`src/sv/npe_pkg.sv`:
```
// Package of the next permutation engine: sizes, item types and sequencer states.
// No dependencies; the other files of the block that use it refer to it by scoped names.
package npe_pkg;

  localparam int unsigned MaxLen    = 16;
  localparam int unsigned DataWidth = 32;
  localparam int unsigned AddrWidth = $clog2(MaxLen);
  localparam int unsigned CntWidth  = $clog2(MaxLen + 1);

  typedef struct packed {
    logic signed [DataWidth-1:0] value;
    logic                        last_in;
  } in_item_t;

  typedef struct packed {
    logic signed [DataWidth-1:0] result_value;
    logic                        last_out;
    logic                        wrapped;
    logic                        overflow;
  } out_item_t;

  // Result handed from the sequencer to the output stage.
  typedef struct packed {
    logic      load;
    out_item_t item;
  } emit_t;

  typedef enum logic [3:0] {
    ST_LOAD,
    ST_SCAN_RD,
    ST_SCAN_CMP,
    ST_FIND_RD,
    ST_FIND_CMP,
    ST_SW_RDA,
    ST_SW_RDB,
    ST_SW_WA,
    ST_SW_WB,
    ST_REV,
    ST_EMIT_RD,
    ST_EMIT_LD,
    ST_EMIT_WAIT
  } state_e;

endpackage

```
`src/sv/npe_if.sv`:
```
// Valid/ready stream interfaces for the input and result items of the engine.
// Depends on npe_pkg for the item types.
interface npe_in_if;
  logic             valid;
  logic             ready;
  npe_pkg::in_item_t data;

  modport source (output valid, output data, input ready);
  modport sink (input valid, input data, output ready);
endinterface

interface npe_out_if;
  logic               valid;
  logic               ready;
  npe_pkg::out_item_t data;

  modport source (output valid, output data, input ready);
  modport sink (input valid, input data, output ready);
endinterface

```
`src/sv/next_permutation_engine_core.sv`:
```
// Next lexicographic permutation engine. While the engine is loading, elements are
// taken one per cycle into a 16-entry element memory; at most 16 are kept and any
// further ones raise the overflow flag. The item carrying last_in starts the work,
// whose length is set by the memory's single read port: a pivot scan from the rightmost
// element, a search for the swap partner and the swap (both skipped when there is no
// pivot), the reversal one pair at a time, then the read-out of the first result.
// Each further input item after the final one releases the next element, which is
// read from the memory and loaded into the output register once that is free; the
// items themselves are ignored. The memory holds no reset contents and needs no
// clearing pass, so the block accepts items from the first cycle after reset.
// Depends on npe_pkg, npe_if, npe_ram, npe_seq and npe_out.
module next_permutation_engine_core (
  input  logic      clk_i,
  input  logic      rst_ni,
  npe_in_if.sink    in_i,
  npe_out_if.source out_o
);

  npe_pkg::emit_t                emit;
  logic                          out_free;
  logic                          ram_we;
  logic [npe_pkg::AddrWidth-1:0] ram_waddr;
  logic [npe_pkg::DataWidth-1:0] ram_wdata;
  logic [npe_pkg::AddrWidth-1:0] ram_raddr;
  logic [npe_pkg::DataWidth-1:0] ram_rdata;

  npe_ram #(
    .WIDTH (npe_pkg::DataWidth),
    .DEPTH (npe_pkg::MaxLen)
  ) u_ram (
    .clk_i   (clk_i),
    .we_i    (ram_we),
    .waddr_i (ram_waddr),
    .wdata_i (ram_wdata),
    .raddr_i (ram_raddr),
    .rdata_o (ram_rdata)
  );

  npe_seq u_seq (
    .clk_i      (clk_i),
    .rst_ni     (rst_ni),
    .in_valid_i (in_i.valid),
    .in_data_i  (in_i.data),
    .in_ready_o (in_i.ready),
    .out_free_i (out_free),
    .emit_o     (emit),
    .we_o       (ram_we),
    .waddr_o    (ram_waddr),
    .wdata_o    (ram_wdata),
    .raddr_o    (ram_raddr),
    .rdata_i    (ram_rdata)
  );

  npe_out u_out (
    .clk_i       (clk_i),
    .rst_ni      (rst_ni),
    .emit_i      (emit),
    .out_free_o  (out_free),
    .out_valid_o (out_o.valid),
    .out_ready_i (out_o.ready),
    .out_data_o  (out_o.data)
  );

endmodule

```
`src/sv/npe_ram.sv`:
```
// Generic single-port-write, single-port-read RAM with a registered read.
// No dependencies.
module npe_ram #(
  parameter int unsigned WIDTH = 32,
  parameter int unsigned DEPTH = 16
) (
  input  logic                     clk_i,
  input  logic                     we_i,
  input  logic [$clog2(DEPTH)-1:0] waddr_i,
  input  logic [WIDTH-1:0]         wdata_i,
  input  logic [$clog2(DEPTH)-1:0] raddr_i,
  output logic [WIDTH-1:0]         rdata_o
);

  logic [WIDTH-1:0] mem_q [DEPTH];
  logic [WIDTH-1:0] rdata_q;

  always_ff @(posedge clk_i) begin
    if (we_i) begin
      mem_q[waddr_i] <= wdata_i;
    end
    rdata_q <= mem_q[raddr_i];
  end

  assign rdata_o = rdata_q;

endmodule

```
`src/sv/npe_seq.sv`:
```
// Sequencer of the engine: loads elements, finds the pivot, swaps, reverses
// and reads results back, all through the element memory. Depends on npe_pkg.
module npe_seq (
  input  logic                             clk_i,
  input  logic                             rst_ni,
  input  logic                             in_valid_i,
  input  npe_pkg::in_item_t                in_data_i,
  output logic                             in_ready_o,
  input  logic                             out_free_i,
  output npe_pkg::emit_t                   emit_o,
  output logic                             we_o,
  output logic [npe_pkg::AddrWidth-1:0]    waddr_o,
  output logic [npe_pkg::DataWidth-1:0]    wdata_o,
  output logic [npe_pkg::AddrWidth-1:0]    raddr_o,
  input  logic [npe_pkg::DataWidth-1:0]    rdata_i
);

  npe_pkg::state_e state_q, state_d;

  logic [npe_pkg::CntWidth-1:0]  fill_q, fill_d;
  logic                          ovf_q, ovf_d;
  logic                          wrap_q, wrap_d;
  logic                          have_right_q, have_right_d;
  logic [npe_pkg::AddrWidth-1:0] idx_q, idx_d;
  logic [npe_pkg::AddrWidth-1:0] piv_q, piv_d;
  logic [npe_pkg::AddrWidth-1:0] lo_q, lo_d;
  logic [npe_pkg::AddrWidth-1:0] hi_q, hi_d;
  logic [npe_pkg::AddrWidth-1:0] sa_q, sa_d;
  logic [npe_pkg::AddrWidth-1:0] sb_q, sb_d;
  logic [npe_pkg::AddrWidth-1:0] epos_q, epos_d;
  logic [npe_pkg::DataWidth-1:0] right_q, right_d;
  logic [npe_pkg::DataWidth-1:0] pivval_q, pivval_d;
  logic [npe_pkg::DataWidth-1:0] tmp_q, tmp_d;

  logic                          accept;
  logic                          scan_hit;
  logic                          find_hit;
  logic                          emit_last;
  logic [npe_pkg::AddrWidth-1:0] last_idx;
  logic [npe_pkg::CntWidth-1:0]  epos_next;

  assign accept    = in_valid_i && in_ready_o;
  assign last_idx  = npe_pkg::AddrWidth'(fill_q - 1'b1);
  assign scan_hit  = have_right_q && ($signed(rdata_i) < $signed(right_q));
  assign find_hit  = $signed(pivval_q) < $signed(rdata_i);
  assign epos_next = npe_pkg::CntWidth'(epos_q) + 1'b1;
  assign emit_last = epos_next >= fill_q;

  // Next state.
  always_comb begin
    state_d = state_q;
    case (state_q)
      npe_pkg::ST_LOAD: begin
        if (accept && in_data_i.last_in) begin
          state_d = npe_pkg::ST_SCAN_RD;
        end
      end
      npe_pkg::ST_SCAN_RD:  state_d = npe_pkg::ST_SCAN_CMP;
      npe_pkg::ST_SCAN_CMP: begin
        if (scan_hit) begin
          state_d = npe_pkg::ST_FIND_RD;
        end else if (idx_q == '0) begin
          state_d = npe_pkg::ST_REV;
        end else begin
          state_d = npe_pkg::ST_SCAN_RD;
        end
      end
      npe_pkg::ST_FIND_RD:  state_d = npe_pkg::ST_FIND_CMP;
      npe_pkg::ST_FIND_CMP: begin
        state_d = find_hit ? npe_pkg::ST_SW_RDA : npe_pkg::ST_FIND_RD;
      end
      npe_pkg::ST_SW_RDA: state_d = npe_pkg::ST_SW_RDB;
      npe_pkg::ST_SW_RDB: state_d = npe_pkg::ST_SW_WA;
      npe_pkg::ST_SW_WA:  state_d = npe_pkg::ST_SW_WB;
      npe_pkg::ST_SW_WB:  state_d = npe_pkg::ST_REV;
      npe_pkg::ST_REV: begin
        state_d = (lo_q < hi_q) ? npe_pkg::ST_SW_RDA : npe_pkg::ST_EMIT_RD;
      end
      npe_pkg::ST_EMIT_RD: state_d = npe_pkg::ST_EMIT_LD;
      npe_pkg::ST_EMIT_LD: begin
        if (out_free_i) begin
          state_d = emit_last ? npe_pkg::ST_LOAD : npe_pkg::ST_EMIT_WAIT;
        end
      end
      npe_pkg::ST_EMIT_WAIT: begin
        if (accept) begin
          state_d = npe_pkg::ST_EMIT_RD;
        end
      end
      default: state_d = npe_pkg::ST_LOAD;
    endcase
  end

  // Handshake, memory port and result outputs.
  always_comb begin
    in_ready_o = 1'b0;
    we_o       = 1'b0;
    waddr_o    = fill_q[npe_pkg::AddrWidth-1:0];
    wdata_o    = in_data_i.value;
    raddr_o    = idx_q;
    emit_o     = '0;
    emit_o.item.result_value = rdata_i;
    emit_o.item.last_out     = emit_last;
    emit_o.item.wrapped      = wrap_q;
    emit_o.item.overflow     = ovf_q;
    case (state_q)
      npe_pkg::ST_LOAD: begin
        in_ready_o = 1'b1;
        we_o       = in_valid_i && (fill_q < npe_pkg::CntWidth'(npe_pkg::MaxLen));
      end
      npe_pkg::ST_SW_RDA: raddr_o = sa_q;
      npe_pkg::ST_SW_RDB: raddr_o = sb_q;
      npe_pkg::ST_SW_WA: begin
        we_o    = 1'b1;
        waddr_o = sa_q;
        wdata_o = rdata_i;
      end
      npe_pkg::ST_SW_WB: begin
        we_o    = 1'b1;
        waddr_o = sb_q;
        wdata_o = tmp_q;
      end
      npe_pkg::ST_EMIT_RD:   raddr_o = epos_q;
      npe_pkg::ST_EMIT_LD: begin
        // The address is held so that the read data stays put while the result waits.
        raddr_o     = epos_q;
        emit_o.load = out_free_i;
      end
      npe_pkg::ST_EMIT_WAIT: in_ready_o = 1'b1;
      default: ;
    endcase
  end

  // Datapath registers.
  always_comb begin
    fill_d       = fill_q;
    ovf_d        = ovf_q;
    wrap_d       = wrap_q;
    have_right_d = have_right_q;
    idx_d        = idx_q;
    piv_d        = piv_q;
    lo_d         = lo_q;
    hi_d         = hi_q;
    sa_d         = sa_q;
    sb_d         = sb_q;
    epos_d       = epos_q;
    right_d      = right_q;
    pivval_d     = pivval_q;
    tmp_d        = tmp_q;
    case (state_q)
      npe_pkg::ST_LOAD: begin
        if (accept) begin
          if (fill_q < npe_pkg::CntWidth'(npe_pkg::MaxLen)) begin
            fill_d = fill_q + 1'b1;
          end else begin
            ovf_d = 1'b1;
          end
          // The scan starts at the rightmost stored element.
          idx_d        = npe_pkg::AddrWidth'(fill_d - 1'b1);
          have_right_d = 1'b0;
          epos_d       = '0;
        end
      end
      npe_pkg::ST_SCAN_CMP: begin
        if (scan_hit) begin
          piv_d    = idx_q;
          pivval_d = rdata_i;
          idx_d    = last_idx;
        end else begin
          right_d      = rdata_i;
          have_right_d = 1'b1;
          if (idx_q == '0) begin
            // No pivot: reverse the whole sequence.
            wrap_d = 1'b1;
            lo_d   = '0;
            hi_d   = last_idx;
          end else begin
            idx_d = idx_q - 1'b1;
          end
        end
      end
      npe_pkg::ST_FIND_CMP: begin
        if (find_hit) begin
          sa_d = piv_q;
          sb_d = idx_q;
          lo_d = piv_q + 1'b1;
          hi_d = last_idx;
        end else begin
          idx_d = idx_q - 1'b1;
        end
      end
      npe_pkg::ST_SW_RDB: tmp_d = rdata_i;
      npe_pkg::ST_REV: begin
        if (lo_q < hi_q) begin
          sa_d = lo_q;
          sb_d = hi_q;
          lo_d = lo_q + 1'b1;
          hi_d = hi_q - 1'b1;
        end
      end
      npe_pkg::ST_EMIT_LD: begin
        if (out_free_i && emit_last) begin
          fill_d = '0;
          ovf_d  = 1'b0;
          wrap_d = 1'b0;
        end
      end
      npe_pkg::ST_EMIT_WAIT: begin
        if (accept) begin
          epos_d = epos_q + 1'b1;
        end
      end
      default: ;
    endcase
  end

  always_ff @(posedge clk_i or negedge rst_ni) begin
    if (!rst_ni) begin
      state_q      <= npe_pkg::ST_LOAD;
      fill_q       <= '0;
      ovf_q        <= 1'b0;
      wrap_q       <= 1'b0;
      have_right_q <= 1'b0;
      idx_q        <= '0;
      piv_q        <= '0;
      lo_q         <= '0;
      hi_q         <= '0;
      sa_q         <= '0;
      sb_q         <= '0;
      epos_q       <= '0;
    end else begin
      state_q      <= state_d;
      fill_q       <= fill_d;
      ovf_q        <= ovf_d;
      wrap_q       <= wrap_d;
      have_right_q <= have_right_d;
      idx_q        <= idx_d;
      piv_q        <= piv_d;
      lo_q         <= lo_d;
      hi_q         <= hi_d;
      sa_q         <= sa_d;
      sb_q         <= sb_d;
      epos_q       <= epos_d;
    end
  end

  always_ff @(posedge clk_i) begin
    right_q  <= right_d;
    pivval_q <= pivval_d;
    tmp_q    <= tmp_d;
  end

endmodule

```
`src/sv/npe_out.sv`:
```
// Output register of the engine: holds one result item until it is taken.
// Depends on npe_pkg.
module npe_out (
  input  logic               clk_i,
  input  logic               rst_ni,
  input  npe_pkg::emit_t     emit_i,
  output logic               out_free_o,
  output logic               out_valid_o,
  input  logic               out_ready_i,
  output npe_pkg::out_item_t out_data_o
);

  logic               valid_q, valid_d;
  npe_pkg::out_item_t data_q;

  assign out_free_o = !valid_q || out_ready_i;

  always_comb begin
    valid_d = valid_q;
    if (emit_i.load) begin
      valid_d = 1'b1;
    end else if (out_ready_i) begin
      valid_d = 1'b0;
    end
  end

  always_ff @(posedge clk_i or negedge rst_ni) begin
    if (!rst_ni) begin
      valid_q <= 1'b0;
    end else begin
      valid_q <= valid_d;
    end
  end

  always_ff @(posedge clk_i) begin
    if (emit_i.load) begin
      data_q <= emit_i.item;
    end
  end

  assign out_valid_o = valid_q;
  assign out_data_o  = data_q;

endmodule

```
`src/flat_wrapper.sv`:
```
// flat-port wrapper written by rule: the top's interface ports become plain ports
module next_permutation_engine_core_flat 
  (clk_i, rst_ni, in_i_valid, in_i_data, in_i_ready, out_o_valid, out_o_data, out_o_ready);
  npe_in_if in_i_i ();
  npe_out_if out_o_i ();
  input  logic clk_i;
  input  logic rst_ni;
  input wire logic [$bits(in_i_i.valid)-1:0] in_i_valid;
  input wire logic [$bits(in_i_i.data)-1:0] in_i_data;
  output wire logic [$bits(in_i_i.ready)-1:0] in_i_ready;
  output wire logic [$bits(out_o_i.valid)-1:0] out_o_valid;
  output wire logic [$bits(out_o_i.data)-1:0] out_o_data;
  input wire logic [$bits(out_o_i.ready)-1:0] out_o_ready;
  assign in_i_i.valid = in_i_valid;
  assign in_i_i.data = in_i_data;
  assign in_i_ready = in_i_i.ready;
  assign out_o_valid = out_o_i.valid;
  assign out_o_data = out_o_i.data;
  assign out_o_i.ready = out_o_ready;
  next_permutation_engine_core u_core (.clk_i(clk_i), .rst_ni(rst_ni), .in_i(in_i_i), .out_o(out_o_i));
endmodule
```
`config.mk`:
```
export PLATFORM = sky130hd
export DESIGN_NAME = next_permutation_engine_core_flat
export DESIGN_NICKNAME = d
export VERILOG_FILES = /design/src/sv/npe_pkg.sv /design/src/sv/npe_if.sv /design/src/sv/next_permutation_engine_core.sv /design/src/sv/npe_ram.sv /design/src/sv/npe_seq.sv /design/src/sv/npe_out.sv /design/src/flat_wrapper.sv
export SDC_FILE = /design/constraint.sdc
export NUM_CORES = 1
export LEC_CHECK = 0
export BUFFER_PORTS_ARGS = -buffer_cell sky130_fd_sc_hd__buf_2
export CORE_MARGIN = 3
export CORE_UTILIZATION = 55
export CTS_BUF_LIST = sky130_fd_sc_hd__clkbuf_2
export DETAILED_ROUTE_END_ITERATION = 10
export PLACE_DENSITY = 0.79
export SYNTH_ARGS = -nofsm -noshare
export SYNTH_HDL_FRONTEND = slang
export SYNTH_SLANG_ARGS = --single-unit
export TNS_END_PERCENT = 100
```
`constraint.sdc`:
```
create_clock -name clk_i -period 8.25 [get_ports clk_i]
set_input_delay 0.4125 -clock clk_i [delete_from_list [all_inputs] [get_ports clk_i]]
set_output_delay 0.4125 -clock clk_i [all_outputs]
set_load 0.005 [all_outputs]
```
# Word level (Yosys, flattened, before mapping)
# Memory sizes are Yosys's and may differ from the RTL's. A register that Yosys moved wholly into a read port is not among the register bits.
# Cells that the tools add are included.
dict set report word_totals {
  ramBits 512
  mem_count 1
  register_bits 172
  wordCells 150
  output_inout_bits 37
  in_bits 37
}
# memory depth word_bits rd rd_clocked_by_memory_dff write_ports line
set mem_list {}
lappend mem_list {u_core.u_ram.mem_q 16 32 1 1 1 npe_ram.sv:15} ;# logic [WIDTH-1:0] mem_q [DEPTH];
dict set report classes {
  n_reduce_logical 31
  muxes 59
  addsub 9
  order_cmp 5
  n_eq_ne 24
  bitwise_logic 1
}
# cell count
set op_table {}
lappend op_table {{4-bit 2-to-1 mux} 25}
lappend op_table {{32-bit < comparator} 2}
lappend op_table {{32-bit case mux with 2 select lines} 1}
lappend op_table {{4-bit case mux with 13 select lines} 1}
lappend op_table {{4-bit case mux with 3 select lines} 4}
lappend op_table {{4-bit case mux with 2 select lines} 4}
lappend op_table {{5-bit 2-to-1 mux} 5}
lappend op_table {{2-bit != test (second input constant)} 11}
lappend op_table {{4-bit equality test (second input constant)} 5}
lappend op_table {{4-bit by 3-bit equality test with 1-bit output (second input constant)} 4}
lappend op_table {{4-bit by 1-bit subtractor with 4-bit output (second input constant)} 4}
lappend op_table {{3-bit AND reduction} 5}
lappend op_table {{1-bit 2-to-1 mux} 13}
lappend op_table {{4-bit by 1-bit adder with 4-bit output (second input constant)} 3}
lappend op_table {{4-bit AND reduction} 3}
lappend op_table {{2-bit nonzero test} 6}
lappend op_table {{5-bit case mux with 2 select lines} 1}
lappend op_table {{4-bit by 2-bit equality test with 1-bit output (second input constant)} 2}
lappend op_table {{4-bit zero test} 2}
lappend op_table {{1-bit case mux with 2 select lines} 4}
lappend op_table {{3-bit nonzero test} 2}
lappend op_table {{2-bit OR reduction} 3}
lappend op_table {{4-bit by 1-bit adder with 5-bit output (second input constant)} 1}
lappend op_table {{5-bit by 1-bit adder with 5-bit output (second input constant)} 1}
lappend op_table {{other kinds (12)} 17}

# Logic depth before layout (Yosys ltp)
# Gate-level depths: netlist (run 1).
dict set report depth {
  word_depth 9
  mapped_depth 12
  depth_no_buf 11
}

# Hierarchy
# A second synthesis (run 1) with hierarchy kept.
dict set report hier_totals {
  cells_unflattened 1665
  hier_area_um2 29096.7
}
# module cells_per_inst area_each_um2 instances seq_area_each_um2
set modules_own_cells {}
lappend modules_own_cells {npe_ram 838 19835.3 1 16015.4}
lappend modules_own_cells {npe_seq 789 8162.8 1 3883.7}
lappend modules_own_cells {npe_out 38 1098.6 1 1076.0}

# Least setup slack after synthesis (run 1)
# Ideal clock, no wire load.
dict set report synth_timing {
  kind {reg2reg}
  from {reg u_core.u_seq.right_q[30] (netlist bit)}
  to {reg u_core.u_seq.right_q[0] (netlist bit), enable pin}
  path_slack_ns 4.102
  t_arrival_ns 3.705
  required_time_ns 7.807
  setup_ns 0.443
  period_less_slack_ns 4.148
  path_stages_with_launch 9
  path_buffers 0
  path_cell_list {edfxtp_1 > inv_1 > ha_1 > a21oi_1 > nand2_1 > a221o_1 > a211o_1 > or3_4 > a31oi_1}
}
dict set report synth_between {
  elab_chain_len 4
}
# item line
set synth_rtl {}
lappend synth_rtl {{from (decl)} npe_seq.sv:31} ;# logic [npe_pkg::DataWidth-1:0] right_q, right_d;
lappend synth_rtl {{from (signal assigned)} npe_seq.sv:248} ;# right_q <= right_d;
lappend synth_rtl {{32-bit < comparator} npe_seq.sv:44} ;# assign scan_hit = have_right_q && ($signed(rdata_i) < $signed(right_q));
lappend synth_rtl {{1-bit logical AND} npe_seq.sv:44}
lappend synth_rtl {{1-bit NOT (no line)} -}
lappend synth_rtl {{2-bit AND reduction (no line)} -}
# No other way between the ends.
# A chain may end at the register's enable or synchronous reset.

# Final worst setup path (run 1)
dict set report layout_timing {
  from {reg u_core.u_seq.state_q[3]}
  to {mem u_core.u_ram.mem_q[2][23], enable pin}
}
dict set report layout_between {
  elab_chain_len 5
  elab_cells_between_ends 8
  cone_classes {eq/ne (2); mux (4); reduce/logical (2)}
}
# item line
set layout_rtl {}
lappend layout_rtl {{from (decl)} npe_seq.sv:18} ;# npe_pkg::state_e state_q, state_d;
lappend layout_rtl {{from (signal assigned)} npe_seq.sv:219} ;# state_q <= npe_pkg::ST_LOAD;
lappend layout_rtl {{from (signal assigned)} npe_seq.sv:232} ;# state_q <= state_d;
lappend layout_rtl {{4-bit equality test or 4-bit by 3-bit equality test with 1-bit output (tied branches)} npe_seq.sv:106} ;# case (state_q)
lappend layout_rtl {{2-bit OR reduction (no line)} -}
lappend layout_rtl {{1-bit case mux with 2 select lines} npe_seq.sv:106}
lappend layout_rtl {{1-bit 2-to-1 mux} npe_ram.sv:19} ;# if (we_i) begin
lappend layout_rtl {{1-bit 2-to-1 mux (not written as such)} npe_ram.sv:20} ;# mem_q[waddr_i] <= wdata_i;
lappend layout_rtl {{to (decl)} npe_ram.sv:15}
# Several ways; a longest one is shown, not always the timed one.

==> results.tsv, run 1 <==
metric	value	unit
outcome	finished clean	
finalHoldViolCount	0	
drtIter0Drc	2539	
endpoint_kind	flop	
num_rows	84	
hold_class	in -> reg	
clk_latency	1.37	ns
reg2reg_depth	7	
cts_setup_buffers	0	
cts_tree	done	
worst_slew_pin_slew	1.241	ns
die_x	238.6	um
grt_overflow_total	0	
worstPathArrival	5.72	ns
coreArea	53080	um^2
syn_area_per_cell	13.69	um^2
via_count	19610	
mostFrequentLayoutCell	edfxtp_1	
setup_viol	0	
die_area	56950	um^2
max_freq	0.2081	GHz
hpwl	39.83	mm
slowest_stage	nor2_4	
yosysSeqAreaShare	70.46	%
layout.nets	2465	
grt_usage	24.86	%
antenna_found_initial	1	
async_flop_share	5.726	%
grt_pass1_vias	19010	
clockBufferDepth	3	
hp-start	in_i_valid	
dp.cells	2826	
mostFrequentLayoutCells	edfxtp_1 (643), nand2_1 (308), clkbuf_2 (264), a211oi_1 (163), and2_1 (130)	
drc_errors	0	
cellLeakagePower	11.68	nW
required	9.17	ns
clkTransAtPathRegs	0.12	ns
ant_nets	0	
area_delta_synth_final	10.53	%
synth_seq_cells	716	
skew	0.09462	ns
ctsHtreeMaxLevel	4	
grt_pass1_wl	108.1	mm
gp_congestion	0.8911	
whs_endpoint	u_core.u_seq.epos_q[2]$_DFFE_PN0P_	
finalCritPeriodShare	58.25	%
multi_input_area	8129	um^2
numClockSinks	716	
io_buffers	73	
num-fill-cells	3809	
setup-tns-final	0	ns
start_kind	flop	
cts_buffers	169	
synth_edf_count	643	
drive_above_1_share	16.89	%
postLayoutCoreUtil	61.99	%
netlist_area	29770	um^2
final_cells	3186	
syn-num-nets	2288	
powerDensity	316.8	nW/um^2
path_common_cell	nor2_4	
max_slew_margin	17.24	%
min_period	4.806	ns
path_max_fanout	37	
path_cells	nand2b_1 > nor2_1 > nor2_4 > nand2_1 > a21boi_0 > nand3_1 > nor2_4	
drt-pass1-iter-count	7	
initial_core_util	56.09	%
cpPeakStageDelay	1.04	ns
root_buffer	clkbuf_2	
synth_cells	2174	
pin_count	74	
seq_area	20980	um^2
report.final.slew_viol_count	0	
ys_types	70	
hold_depth	5	
via_per_inst	6.154	
synth_top_flop_cell	edfxtp_1	
grt_max_degree	257	
die_height	238.6	um
yosysWarnings	0	
critPathKind	reg -> reg	
wire_per_inst	22.16	um
r2r-end	u_core.u_ram.mem_q[2][23]$_DFFE_PP_	
rsz0062_at_grt	no	
r2r_slack	3.44	ns
drt-total-wl	70.59	mm
reg2reg_from	u_core.u_seq.state_q[3]$_DFFE_PN0P_	
vdd_drop_max	393.2	uV
cap_viol_max_count	0	
[sequential cells by signal, indices dropped and copies added, names as in the netlist, 5 cells and up]
signal                   cells
u_core.u_ram.mem_q         512
u_core.u_out.out_data_o     35
u_core.u_ram.rdata_o        32
u_core.u_seq.pivval_q       32
u_core.u_seq.right_q        32
u_core.u_seq.tmp_q          32
u_core.u_seq.fill_q          5
[Yosys cell counts, types with 3 or more instances]
cell type	n	area [um^2]
o21a_1	6	45.04
clkbuf_1	106	397.9
a222oi_1	3	30.03
a22oi_1	6	45.04
a221o_1	34	340.3
o21ai_0	27	135.1
xor2_1	4	35.03
a311oi_1	65	569.3
nor3_1	43	215.2
buf_2	17	85.08
buf_1	9	33.78
nand4_1	15	93.84
edfxtp_1	643	19310
inv_1	82	307.8
xnor2_1	8	70.07
a22o_1	7	61.31
a221oi_2	3	45.04
dfrtp_1	41	1026
or3_1	5	31.28
or2_2	3	18.77
a21oi_1	101	505.5
ha_1	77	963.4
o21ai_1	6	30.03
o221ai_1	3	26.28
a31oi_1	67	419.2
and2_1	130	813.3
dfxtp_1	32	640.6
nand2_1	308	1156
mux2_1	8	90.09
nand2b_1	10	62.56
nor2_1	41	153.9
mux2_2	8	90.09
a211oi_1	163	1224
o211ai_1	4	30.03
a21o_1	15	112.6
o31ai_1	3	22.52
nand3_1	20	100.1
nor2b_1	6	37.54
o22ai_1	6	37.54
[where the power goes]
part / total (mW) / internal (mW) / switching [mW]
logic: 3.29 / 1.13 / 2.16
clock network: 2.31 / 0.938 / 1.38
registers: 4.82 / 4.43 / 0.385
total: 10.4 / 6.50 / 3.92
[layout make-up]
cell class	count	area share (%)
well taps	688	2.616
diodes	5	0.03803
clock inverters	49	0.8138
clock buffers	264	4.016
multi-input cells	1242	24.71
inverters	82	0.9355
repair buffers	140	3.126
flip-flops and latches	716	63.75
[worst max path at each step]
stage                     slack [ns]                           startpoint  depth (start not counted)                                  end
after floorplan                 4.10   u_core.u_seq.right_q[30]$_DFFE_PP_                          8    u_core.u_seq.right_q[0]$_DFFE_PP_
after global placement          3.79  u_core.u_seq.state_q[3]$_DFFE_PN0P_                          7   u_core.u_ram.mem_q[2][7]$_DFFE_PP_
after detailed placement        3.62  u_core.u_seq.state_q[3]$_DFFE_PN0P_                          7   u_core.u_ram.mem_q[2][7]$_DFFE_PP_
after CTS                       3.57  u_core.u_seq.state_q[3]$_DFFE_PN0P_                          7  u_core.u_ram.mem_q[2][23]$_DFFE_PP_
after global routing            3.21  u_core.u_seq.state_q[3]$_DFFE_PN0P_                          7  u_core.u_ram.mem_q[2][27]$_DFFE_PP_
final                           3.44  u_core.u_seq.state_q[3]$_DFFE_PN0P_                          7  u_core.u_ram.mem_q[2][23]$_DFFE_PP_
[repair_timing]
action                                  in CTS  in global routing
endpoints found under the setup margin       0                  0
hold buffers                                42                  0
hold endpoints to repair                   606                  0
resized for setup                            0                  0
[worst max-delay path, delay by kind of cell, from the launching register on]
family          cells  cell delay (ns)
compound gates      1             0.33
flops               1             0.79
simple gates        6             3.23
[cell families (layout without fill, tap and decap cells)]
kind of cell | after synthesis | after routing | synth area share (%)
AO/OA/AOI/OAI | 540 | 540 | 13.06
XOR/XNOR | 12 | 12 | 0.3531
adder cells (fa/ha/maj) | 77 | 77 | 3.236
buffers and inverters | 216 | 535 | 2.845
flip-flops | 716 | 716 | 70.46
multiplexers | 17 | 17 | 0.6389
other | 0 | 5 | 0
AND/OR/NAND/NOR | 596 | 596 | 9.407
[per-layer routing]
layer | track usage [%] | part of all wire [%] | wire (um)
met1 | 33.75 | 40 | 27960
met5 | 0 | 0 | 0
met2 | 39.09 | 48 | 33680
met3 | 6.011 | 9.7 | 6841
met4 | 10.08 | 3.0 | 2104
[through the flow]
step	power, mW	hold slack (ns)	cell area [um^2]	worst slack [ns]
floorplan	7.105	0.1169	29770	4.102
global placement	7.946	0.4424	30860	3.794
detailed placement	8.097	0.4417	30860	3.623
CTS	10.42	0.005497	32890	3.574
global route	11.02	0.1341	32890	3.205
finish	10.42	0.1660	32900	3.444
(Power assumes the default switching activity.)
==> inputs of run 2 (changes only) <==
Settings changed: PLACE_DENSITY 0.79 to 0.81.
Clock period 8.25 ns to 4.3 ns, I/O delays scaled along.
==> run 2 against run 1 <==
Effect of this change: clock-buffer cell count down 15; sequential share of layout area down 0.81 points; combinational power up 110%; register-to-register slack worse by 3.3 ns; core utilization up 0.80 points; global-route usage up 1.1 points; die area unchanged; fmax up 16%; non-clock buffer count up 30; clock power up 91%.
==> results.tsv, run 2 (synthesis gave the netlist of run 1 again) <==
metric	value	unit	change
reg2reg_depth	11		+4
ant_nets	0		unchanged
drt-pass1-iter-count	7		unchanged
reg2reg_from	u_core.u_ram.rdata_o[31]$_DFF_P_		
cts_tree	done		
initial_core_util	56.09	%	unchanged
rsz0062_at_grt	no		
setup_viol	0		unchanged
ctsHtreeMaxLevel	4		unchanged
root_buffer	clkbuf_2		
min_period	4.142	ns	-0.6636 ns
clk_latency	1.20	ns	-0.17 ns
report.final.slew_viol_count	0		unchanged
final_area	33330	um^2	+1.3%
drc_errors	0		unchanged
gp_congestion	0.9354		+5.0%
mostFrequentLayoutCell	edfxtp_1		
numClockSinks	716		unchanged
finalCritPeriodShare	96.33	%	+38 points
clkTransAtPathRegs	0.11	ns	about the same
crit_family	compound AO/OA/AOI/OAI gates		
r2r_slack	0.16	ns	-3.29 ns
max_freq	0.2414	GHz	+16%
antenna_found_initial	2		+1
critPathKind	reg -> reg		
die_area	56950	um^2	unchanged
wire_per_inst	23.23	um	+4.8%
post_dp_cell_area	31330	um^2	+1.5%
largest_reg_flops	512		unchanged
die_height	238.6	um	unchanged
drt-total-wl	74.17	mm	+5.1%
path_max_fanout	9		-76%
area_delta_synth_final	11.96	%	
outcome	finished clean		
cts_buffers	164		-3.0%
layout.nets	2490		+1.0%
finalHoldViolCount	0		unchanged
max_slew_margin	20.02	%	+2.8 points
cts_setup_buffers	0		unchanged
critPathBufInv	1		+1
regMostFlops	u_core.u_ram.mem_q		
cellLeakagePower	11.86	nW	+1.6%
setup-tns-final	0	ns	unchanged
drtIter0Drc	2316		-8.8%
vdd_drop_max	375.0	uV	-4.6%
cpPeakStageDelay	0.63	ns	-0.41 ns
via_per_inst	6.259		+1.7%
hpwl	42.39	mm	+6.4%
startpoint	u_core.u_ram.rdata_o[31]$_DFF_P_		
num_rows	84		unchanged
worstPathArrival	5.21	ns	-0.51 ns
postLayoutCoreUtil	62.79	%	+0.80 points
pin_count	74		unchanged
worst_slew_pin_slew	1.189	ns	-0.05269 ns
cap_viol_max_count	0		unchanged
coreArea	53080	um^2	unchanged
grt_pass1_vias	19940		+4.9%
required	5.37	ns	-3.80 ns
die_x	238.6	um	unchanged
grt_pass1_wl	112.6	mm	+4.2%
cp-endpoint	u_core.u_seq.sb_q[3]$_DFFE_PN0P_		
grt_max_degree	129		-50%
hold_class	in -> async		
io_buffers	73		unchanged
endpoint_kind	flop		
path_cells	inv_1 > ha_1 > nand4_1 > nor2_1 > o21ai_0 > o221ai_1 > a311oi_2 > xnor2_1 > o21ai_1 > a21oi_2 > mux2_1		
r2r-end	u_core.u_seq.sb_q[3]$_DFFE_PN0P_		
grt_overflow_total	0		unchanged
clockBufferDepth	3		unchanged
slowest_stage	o221ai_1		
via_count	19990		+1.9%
grt_usage	25.95	%	+1.1 points
start_kind	flop		
drive_above_1_share	17.69	%	+0.80 points
skew	0.1047	ns	+0.01012 ns
mostFrequentLayoutCells	edfxtp_1 (643), nand2_1 (308), clkbuf_2 (249), a211oi_1 (163), and2_1 (130)		
powerDensity	611.5	nW/um^2	+93%
critical_path_cell_count	11		+4
run 2: repair_timing:
item,CTS,global route
hold buffers,41,0
gates cloned,0,0
gates resized for setup,1,1
endpoints found under the setup margin,8,8
hold endpoints to repair,606,0
run 2: worst min-delay path, stage by stage:
cell	delay (ns)
dlygate4sd3_1	0.52
dlygate4sd3_1	0.57
buf_2	0.15
buf_12	0.24
run 2: area by class of cell:
| type | instances | area [um^2] |
|---|---|---|
| sequential | 716 | 20980 |
| fill | 3736 | 19750 |
| multi-input combinational | 1242 | 8144 |
| timing repair buffer | 170 | 1481 |
| clock buffer | 249 | 1246 |
| tap | 688 | 860.8 |
| clock inverter | 45 | 310.3 |
| inverter | 82 | 307.8 |
| antenna | 1 | 2.502 |
run 2: metal layers:
metal | vias up | global-route usage, % | wire [um]
met5 | - | 0 | 9
met4 | 2 | 13.56 | 3216
met3 | 247 | 4.868 | 7437
met2 | 1234 | 41.69 | 35390
met1 | 9681 | 34.04 | 28120
li1 | 8822 | - | -
run 2: power breakdown:
group          total, mW  switching [mW]  internal, mW  leakage [nW]
combinational       6.84            4.47          2.38          4.12
sequential          9.11           0.615          8.50          6.55
clock               4.42            2.59          1.83          1.19
run 2: through the flow:
step	hold slack, ns	std cells	power (mW)	worst slack, ns
finish	0.1321	3193	20.38	0.1578
global route	0.1031	3193	21.48	0.04743
CTS	0.008259	3192	20.30	0.2119
detailed placement	0.4178	2857	15.88	-0.1998
global placement	0.4203	2857	15.55	-0.1158
floorplan	-0.08059	2174	13.63	0.1525
run 2: worst min-delay path by stage:
| stage | end | from | slack (ns) |
|---|---|---|---|
| 6_report | u_core.u_seq.hi_q[1]$_DFFE_PN0P_ | rst_ni | 0.13 |
| 5_1_grt | u_core.u_seq.lo_q[1]$_DFFE_PN0P_ | rst_ni | 0.10 |
| 4_1_cts | u_core.u_seq.epos_q[2]$_DFFE_PN0P_ | in_i_valid | 0.008 |
| 3_5_place_dp | u_core.u_out.out_valid_o$_DFFE_PN0P_ | rst_ni | 0.42 |
| 3_3_place_gp | u_core.u_seq.idx_q[2]$_DFFE_PN0P_ | rst_ni | 0.42 |
| 2_1_floorplan | u_core.u_out.out_valid_o$_DFFE_PN0P_ | rst_ni | -0.08 |
